**src/dq_pkg.sv**
```systemverilog
// Shared types and constants for the double-ended queue.
`timescale 1ns / 1ps

package dq_pkg;

   localparam int DEPTH_DEFAULT = 1024;

   localparam logic [2:0] OP_PUSH_FRONT = 3'd1;
   localparam logic [2:0] OP_PUSH_BACK  = 3'd2;
   localparam logic [2:0] OP_POP_FRONT  = 3'd3;
   localparam logic [2:0] OP_POP_BACK   = 3'd4;

   localparam logic [31:0] NO_WORD = 32'hFFFF_FFFF;

   typedef struct packed {
      logic [2:0]         opcode;
      logic signed [31:0] push_value;
   } dq_req_type;

   typedef struct packed {
      logic signed [31:0] popped_value;
      logic               underflow;
      logic               overflow;
      logic [10:0]        entry_count;
      logic               is_empty;
      logic signed [31:0] front_value;
      logic signed [31:0] back_value;
   } dq_rsp_type;

endpackage

```
**src/dq_ctrl.sv**
```systemverilog
// Queue sequencer: pointer and count update, memory addressing, result register.
`timescale 1ns / 1ps

module dq_ctrl import dq_pkg::*; #(
   parameter int DEPTH = DEPTH_DEFAULT,
   localparam int AW = (DEPTH > 1) ? $clog2(DEPTH) : 1,
   localparam int CW = $clog2(DEPTH + 1)
) (
   input  logic          clock,
   input  logic          reset,
   input  logic          req_valid,
   output logic          req_ready,
   input  dq_req_type    req_data,
   output logic          rsp_valid,
   input  logic          rsp_ready,
   output dq_rsp_type    rsp_data,
   output logic          wr_en,
   output logic [AW-1:0] wr_addr,
   output logic [31:0]   wr_data,
   output logic [AW-1:0] rd_addr_a,
   output logic [AW-1:0] rd_addr_b,
   input  logic [31:0]   rd_data_a,
   input  logic [31:0]   rd_data_b
);

   localparam int SW = AW + 2;
   localparam logic [SW-1:0] DEPTH_S = SW'(DEPTH);
   localparam logic [CW-1:0] DEPTH_C = CW'(DEPTH);
   localparam logic [AW-1:0] LAST_A  = AW'(DEPTH - 1);

   typedef enum logic [1:0] {S_IDLE, S_UPDATE, S_READ, S_FINISH} state_type;

   state_type     state_ff;
   logic [2:0]    op_ff;
   logic [31:0]   val_ff;
   logic [AW-1:0] front_ff;
   logic [CW-1:0] count_ff;
   logic          under_ff;
   logic          over_ff;
   logic          pop_ok_ff;
   logic [31:0]   popped_ff;
   logic          rsp_valid_ff;
   dq_rsp_type    rsp_ff;

   logic          is_push, is_pop, full, empty;
   logic          rsp_load;
   logic [AW-1:0] front_inc, front_dec, back_addr, tail_addr;
   logic [SW-1:0] back_sum, tail_sum;
   logic [CW+10:0] count_ext;

   assign is_push = (op_ff == OP_PUSH_FRONT) || (op_ff == OP_PUSH_BACK);
   assign is_pop  = (op_ff == OP_POP_FRONT) || (op_ff == OP_POP_BACK);
   assign full    = (count_ff == DEPTH_C);
   assign empty   = (count_ff == '0);

   assign front_inc = (front_ff == LAST_A) ? '0 : front_ff + 1'b1;
   assign front_dec = (front_ff == '0) ? LAST_A : front_ff - 1'b1;

   // back = front + count - 1, tail = front + count, both mod DEPTH
   always_comb begin
      back_sum = SW'(front_ff) + SW'(count_ff) - SW'(1);
      tail_sum = SW'(front_ff) + SW'(count_ff);
      if (back_sum >= DEPTH_S) begin
         back_sum = back_sum - DEPTH_S;
      end
      if (tail_sum >= DEPTH_S) begin
         tail_sum = tail_sum - DEPTH_S;
      end
      back_addr = back_sum[AW-1:0];
      tail_addr = tail_sum[AW-1:0];
   end

   assign wr_en     = (state_ff == S_UPDATE) && is_push && !full;
   assign wr_addr   = (op_ff == OP_PUSH_FRONT) ? front_dec : tail_addr;
   assign wr_data   = val_ff;
   assign rd_addr_a = ((state_ff == S_UPDATE) && (op_ff == OP_POP_BACK)) ? back_addr
                                                                          : front_ff;
   assign rd_addr_b = back_addr;

   assign count_ext = (CW + 11)'(count_ff);

   assign rsp_load = (state_ff == S_FINISH) && (!rsp_valid_ff || rsp_ready);

   always_ff @(posedge clock) begin
      if (reset) begin
         state_ff     <= S_IDLE;
         front_ff     <= '0;
         count_ff     <= '0;
         rsp_valid_ff <= 1'b0;
      end else begin
         if (rsp_valid_ff && rsp_ready && !rsp_load) begin
            rsp_valid_ff <= 1'b0;
         end
         unique case (state_ff)
            S_IDLE: begin
               if (req_valid) begin
                  op_ff    <= req_data.opcode;
                  val_ff   <= req_data.push_value;
                  state_ff <= S_UPDATE;
               end
            end
            S_UPDATE: begin
               under_ff  <= is_pop && empty;
               over_ff   <= is_push && full;
               pop_ok_ff <= is_pop && !empty;
               if (is_push && !full) begin
                  count_ff <= count_ff + 1'b1;
                  if (op_ff == OP_PUSH_FRONT) begin
                     front_ff <= front_dec;
                  end
               end else if (is_pop && !empty) begin
                  count_ff <= count_ff - 1'b1;
                  if (op_ff == OP_POP_FRONT) begin
                     front_ff <= front_inc;
                  end
               end
               state_ff <= S_READ;
            end
            S_READ: begin
               popped_ff <= pop_ok_ff ? rd_data_a : NO_WORD;
               state_ff  <= S_FINISH;
            end
            S_FINISH: begin
               if (rsp_load) begin
                  rsp_valid_ff         <= 1'b1;
                  rsp_ff.popped_value  <= popped_ff;
                  rsp_ff.underflow     <= under_ff;
                  rsp_ff.overflow      <= over_ff;
                  rsp_ff.entry_count   <= count_ext[10:0];
                  rsp_ff.is_empty      <= empty;
                  rsp_ff.front_value   <= empty ? NO_WORD : rd_data_a;
                  rsp_ff.back_value    <= empty ? NO_WORD : rd_data_b;
                  state_ff             <= S_IDLE;
               end
            end
            default: state_ff <= S_IDLE;
         endcase
      end
   end

   assign req_ready = (state_ff == S_IDLE);
   assign rsp_valid = rsp_valid_ff;
   assign rsp_data  = rsp_ff;

   a_count_bound: assert property (@(posedge clock) disable iff (reset)
      count_ff <= DEPTH_C)
      else $error("entry count above depth");

   a_write_counts: assert property (@(posedge clock) disable iff (reset)
      wr_en |=> count_ff == $past(count_ff) + 1'b1)
      else $error("write without count increment");

   a_underflow_word: assert property (@(posedge clock) disable iff (reset)
      rsp_valid_ff && rsp_ff.underflow |-> rsp_ff.popped_value == NO_WORD)
      else $error("underflow with popped word");

   a_flags_exclusive: assert property (@(posedge clock) disable iff (reset)
      rsp_valid_ff |-> !(rsp_ff.underflow && rsp_ff.overflow))
      else $error("underflow and overflow together");

endmodule

```
**config.mk**
```make
export PLATFORM = sky130hd
export DESIGN_NAME = dq_ctrl
export DESIGN_NICKNAME = d
export VERILOG_FILES = /design/src/dq_pkg.sv /design/src/dq_ctrl.sv
export SDC_FILE = /design/constraint.sdc
export NUM_CORES = 1
export LEC_CHECK = 0
export BUFFER_PORTS_ARGS = -buffer_cell sky130_fd_sc_hd__buf_2
export CAP_MARGIN = 5
export CORE_AREA = 2 2 144 132
export CTS_BUF_LIST = sky130_fd_sc_hd__clkbuf_16
export DETAILED_ROUTE_END_ITERATION = 6
export DIE_AREA = 0 0 146 134
export MAX_ROUTING_LAYER = met4
export PLACE_DENSITY = 0.82
export SLEW_MARGIN = 20
export SYNTH_ARGS = -nofsm -noshare
export SYNTH_HDL_FRONTEND = slang
export SYNTH_SLANG_ARGS = --single-unit
```
**constraint.sdc**
```tcl
create_clock -name clock -period 19.4 [get_ports clock]
set_input_delay 1.94 -clock clock [delete_from_list [all_inputs] [get_ports clock]]
set_output_delay 1.94 -clock clock [all_outputs]
set_load 0.01 [all_outputs]
```
=== After elaboration in Yosys (flattened, before gate mapping) ===
Cells that the tools add are included.

* Word-level logic and storage cells: 87
* Input port bits: 103
* Output and inout bits: 175
* Flip-flop bits (word level): 204

* Add/sub/neg operators: 8
* Multiplexer cells: 18
* Equal/unequal tests: 12
* Reduce and logical (&&, ||, !) cells: 29
* Bitwise operators: 1
* $lt $le $gt $ge: 2

{| class="wikitable"
|+ Operators by type and width
! cell !! number
|-
| 10-bit 2-to-1 mux || 10
|-
| 10-bit by 1-bit subtractor with 10-bit output, second input constant || 3
|-
| 12-bit by 11-bit >= comparator with 1-bit output, second input constant || 2
|-
| 11-bit 2-to-1 mux || 2
|-
| 10-bit by 11-bit adder with 12-bit output || 1
|-
| 12-bit by 1-bit subtractor with 12-bit output, second input constant || 1
|-
| 11-bit by 1-bit adder with 11-bit output, second input constant || 1
|-
| 11-bit equality test, second input constant || 1
|-
| 11-bit zero test || 1
|-
| 11-bit by 1-bit subtractor with 11-bit output, second input constant || 1
|-
| 10-bit by 1-bit adder with 10-bit output, second input constant || 1
|-
| 10-bit equality test, second input constant || 1
|-
| 1-bit logical AND || 10
|-
| 10-bit zero test || 1
|-
| 2-bit case mux with 4 select lines || 1
|-
| 2-bit AND reduction || 4
|-
| 3-bit by 2-bit equality test with 1-bit output, second input constant || 2
|-
| 2-bit != test, second input constant || 3
|-
| 3-bit AND reduction || 2
|-
| 2-bit equality test, second input constant || 2
|-
| 1-bit zero test || 4
|-
| 2-bit 2-to-1 mux || 2
|-
| 4-bit AND reduction || 1
|-
| 2-bit nonzero test || 2
|-
| other kinds (7) || 11
|}

=== Depth between registers and ports, before layout ===
* Depth in word-level cells: 8
* Gate-level depth with buffers: 12
* Depth with buffers taken out: 11

=== Least setup slack after synthesis ===
No wires, ideal clock.

* Kind: input to register
* From: input reset
* To: register rsp_ff, in the netlist rsp_data[0] (enable)
* Stages: 2
* Library setup time: 736 ps
* Buffers on the path: 1
* Data arrival time: 10169 ps
* Path slack: 8495 ps
* Cells stage by stage: clkbuf_1 nor3b_1

* Cells in the longest elaborated chain, start to end: 2

{| class="wikitable"
|+ Ends and longest elaborated chain
! item !! line !! RTL
|-
| from (decl) || dq_ctrl.sv:10 || <nowiki>input logic reset,</nowiki>
|-
| 1-bit inverter (no line) || n/a ||
|-
| 3-bit AND reduction (no line) || n/a ||
|-
| to (decl) || dq_ctrl.sv:43 || <nowiki>dq_rsp_type rsp_ff;</nowiki>
|}

No other way between the ends.
A chain may end at the register's enable or synchronous reset.

=== Worst setup path after layout ===
* From: register front_ff[0]
* To: output rd_addr_a[6]

* Cells in the longest elaborated chain, start to end: 5
* Elaborated cells between the ends (all ways): 6
* Classes of those cells: add/sub (3); order compare (1); mux (2)

{| class="wikitable"
|+ Ends and longest elaborated chain
! item !! line !! RTL
|-
| from (decl) || dq_ctrl.sv:36 || <nowiki>logic [AW-1:0] front_ff;</nowiki>
|-
| from (signal assigned) || dq_ctrl.sv:109 || <nowiki>front_ff <= front_dec;</nowiki>
|-
| from (signal assigned) || dq_ctrl.sv:114 || <nowiki>front_ff <= front_inc;</nowiki>
|-
| 10-bit by 11-bit adder with 12-bit output (*) || dq_ctrl.sv:61 || <nowiki>back_sum = SW'(front_ff) + SW'(count_ff) - SW'(1);</nowiki>
|-
| 12-bit by 1-bit subtractor with 12-bit output (*) || dq_ctrl.sv:61 ||
|-
| 10-bit by 1-bit subtractor with 10-bit output / 12-bit by 11-bit >= comparator with 1-bit output (equally long branches) || dq_ctrl.sv:64, dq_ctrl.sv:63 ||
|-
| 10-bit 2-to-1 mux (*) || dq_ctrl.sv:63 || <nowiki>if (back_sum >= DEPTH_S) begin</nowiki>
|-
| 10-bit 2-to-1 mux (*) || dq_ctrl.sv:76 || <nowiki>assign rd_addr_a = ((state_ff == S_UPDATE) && (op_ff == OP_POP_BACK)) ? back_addr</nowiki>
|-
| to (decl) || dq_ctrl.sv:20 || <nowiki>output logic [AW-1:0] rd_addr_a,</nowiki>
|}

Mark *: on every way between the ends. The rest lies on a longest branch, timed or not.

==> metrics.yaml <==
global_route:
  grt_usage: 0.218
  grt_pass1_vias: 5987
  grt_first_pass_wirelength_um: 32600
  grt_remaining_overflow: 0
  antenna_found_initial: 0
  largest_net_degree_at_the_start_of_global_routing: 88
critical_path:
  timing.rr.end: "count_ff[10]"
  kind_of_end_point_of_the_critical_path: "output pin"
  reg2reg_from: "count_ff[0]"
  timing.reg2reg.worst_path_depth: 11
  critPathRequiredTime_ns: 17.46
  worst_ep_arrival_time_ns: 3.42
  r2r_setup_slack_ns: 15.08
  crit_type: "register to output pin"
  critPathMaxFanout: 11
  cp-start-kind: "register"
synthesis:
  asyncSetResetFlopFracSynth: 0
  synth_top_flop_cell: "sky130_fd_sc_hd__edfxtp_1"
  post_synth_fa_ha_maj_area_fraction: 0.0395
  synth_top_area_share: 0.606
  synth_enable_flop_cells: 180
  synth_area_mm2: 0.00892
  synth.top_cells.by_area: "sky130_fd_sc_hd__edfxtp_1 61%, sky130_fd_sc_hd__nand2b_1 7.3%, sky130_fd_sc_hd__dfxtp_1 5.4%"
  postSynthRegisterBits: 204
  total_number_of_yosys_warnings: 0
  synthesis.instances: 673
  synth_nets: 803
  synth_compound_area_frac: 0.0806
  synth.mux.area_fraction: 0.0133
  yosys.area_share.xor_xnor: 0.0324
  ys_types: 65
  post-synth-top-count-cell: "sky130_fd_sc_hd__edfxtp_1"
  yosysSeqAreaShare: 0.660
  synth_top_family_by_area: "simple AND/OR/NAND/NOR gates"
  post_synth_and_or_nand_nor_area_fraction: 0.155
  synth_area_per_cell_um2: 13.3
  synth.largest_area_cell: "sky130_fd_sc_hd__edfxtp_1"
  synth_top_cells_by_count: "180 x sky130_fd_sc_hd__edfxtp_1, 104 x sky130_fd_sc_hd__nand2b_1, 40 x sky130_fd_sc_hd__nor2_1"
clocking:
  cts-resized-gates: 0
  cts.path.max_buffers: 3
  post_cts_hold_buffer_count: 0
  clk_pin_slew_worst_paths_ns: 0.06
  clock_tree_from_tritoncts: "built"
  cts.sinks: 204
  cts_setup_buffers: 0
  cts.root.buffer_cell: "sky130_fd_sc_hd__clkbuf_16"
  clock_latency_ns: 0.49
  cts_buffers: 21
  clock_tree.htree_level_count: 1
detailed_routing:
  antenna_violating_nets_post_route: 0
  avgRoutedWirePerCell_um: 18.0
  detail_route.first_pass.iterations: 5
  initialDrtViolationCount: 340
  route.detailed.vias_per_inst: 5.26
  remaining_drc_errors: 0
  routed-via-count: 6395
  routed_wirelength_um: 21900
sta:
  fin_worst_skew_ns: 0.0162
  clock.fmax_mhz: 187
  worst_slack_ns: 14.04
  final_hold_viol_count: 0
  timing.final.max_slew_violations: 0
  holdWs_ns: 0.405
  worst_slew_pin_slew_ns: 0.952
  finalCritPeriodShare: 0.276
  final_report_setup_violation_count: 0
  fin_tns_setup_ns: 0
  timing.max_slew.rel_slack: 0.349
  finalCriticalPeriod_ns: 5.36
  unrepaired_setup_endpoints_after_global_routing: "false"
worst_hold_path:
  hold-path-endpoint: "rsp_data[90]"
  worst_hold_path_cells: 0
  worstHoldPathType: "register to register"
  hold_path_startpoint: "popped_ff[12]"
power_and_ir_drop:
  pwr-share-clk: 0.240
  p_per_area_mw_per_mm2: 138
  power.static_leakage_nw: 4.47
  share_comb_of_total_power: 0.371
  power_report.internal_total_mw: 0.999
  seqPwrFrac: 0.389
  worst_ir_drop_vdd_uv: 82.4
  p_sw_mw: 0.555
  power.share.switching: 0.357
placement:
  dp_hpwl_um: 15600
  pre_cts_ws_ns: 14.59
  buffer_ports.inserted: 277
  gp_congestion: 0.913
run:
  timing.max_cap.violations: 0
status:
  run_status: "finished clean"
finish:
  design.final.nets: 1083
  layout-drive-gt1-share: 0.342
  area_growth_syn_to_layout_pct: 26.1
die:
  floorplan.io_pins: 278
  starting_density_of_the_core: 0.493
  height_of_the_die_um: 134
  design.die.area_mm2: 0.0196
  rows: 47
  coreArea_mm2: 0.0181
  dieWidth_um: 146
==> layout make-up <==
type | instances | area [µm²]
Antenna cell | 2 | 5.00
Clock buffer | 21 | 526
Clock inverter | 17 | 109
Fill cell | 1440 | 6860
Inverter | 16 | 60.1
Multi-Input combinational cell | 425 | 2890
Sequential cell | 204 | 5890
Tap cell | 245 | 307
Timing Repair Buffer | 285 | 1470
==> worst max path at each step <==
| stage | start | to | slack (ns) | cells past startpoint |
|---|---|---|---|---|
| 2_1_floorplan | reset | rsp_data[0] | 8.50 | 2 |
| 3_3_place_gp | front_ff[0] | rd_addr_a[6] | 14.65 | 10 |
| 3_5_place_dp | front_ff[0] | rd_addr_a[6] | 14.59 | 10 |
| 4_1_cts | front_ff[0] | rd_addr_a[6] | 14.06 | 10 |
| 5_1_grt | front_ff[0] | rd_addr_a[9] | 13.83 | 10 |
| 6_report | front_ff[0] | rd_addr_a[6] | 14.04 | 10 |
==> per-layer routing <==
metal  GRT usage  up-vias  wire length (µm)
met1       0.276     3095              8940
li1            -     3029                 -
met2       0.361      237             11000
met3      0.0449       34              1410
met5           -        -                 0
met4      0.0631        0               552
==> sequential cells by signal (all words and copies together), names as in the netlist <==
name	flops
pop_ok_ff	1
op_ff	3
under_ff	1
state_ff	2
front_ff	10
wr_data	32
count_ff	11
rsp_valid	1
popped_ff	32
over_ff	1
rsp_data	110
==> cells in the final DEF, fill, tap and decap left out, types with 13 or more instances in the layout <==
cell,n
sky130_fd_sc_hd__o21ai_0,26
sky130_fd_sc_hd__dfxtp_1,24
sky130_fd_sc_hd__edfxtp_1,180
sky130_fd_sc_hd__a21oi_1,22
sky130_fd_sc_hd__nand2b_1,104
sky130_fd_sc_hd__nor2_1,39
sky130_fd_sc_hd__nand2_1,35
sky130_fd_sc_hd__inv_1,19
sky130_fd_sc_hd__ha_1,25
sky130_fd_sc_hd__xor2_1,13
sky130_fd_sc_hd__clkbuf_16,21
sky130_fd_sc_hd__buf_2,277
sky130_fd_sc_hd__xnor2_1,20
==> per-stage QoR <==
step	power [mW]	area, µm²	std cells	utilization
floorplan	1.00	8920	673	-
global placement	1.17	10600	1173	0.584
detailed placement	1.19	10600	1173	0.584
CTS	1.56	11200	1211	0.619
global route	1.65	11200	1213	0.621
finish	1.55	11300	1215	0.621
==> critical path, cell delays in order (launching register included) <==
cell and delay (ns):
sky130_fd_sc_hd__dfxtp_1 0.51, sky130_fd_sc_hd__ha_1 0.24, sky130_fd_sc_hd__inv_1 0.06, sky130_fd_sc_hd__fa_1 0.43
sky130_fd_sc_hd__nor2b_4 0.14, sky130_fd_sc_hd__o22ai_1 0.13, sky130_fd_sc_hd__xnor2_1 0.23, sky130_fd_sc_hd__or4_1 0.61
sky130_fd_sc_hd__xor2_1 0.18, sky130_fd_sc_hd__mux2_2 0.26, sky130_fd_sc_hd__buf_2 0.14
==> power groups by stage <==
stage                     Combinational, mW  Sequential (mW)  Clock, mW
after global routing                  0.642            0.609      0.398
after CTS                             0.575            0.605      0.379
after detailed placement              0.572            0.614          0
after global placement                0.554            0.612          0
final                                 0.576            0.605      0.372
after floorplan                       0.382            0.621          0
==> cell families after synthesis <==
family / count (synthesis)
AO/OA/AOI/OAI: 106
flip-flops: 204
buffers and inverters: 44
multiplexers: 11
XOR/XNOR: 33
AND/OR/NAND/NOR: 248
adder cells (fa/ha/maj): 27
Power figures use the tool's default switching activity.
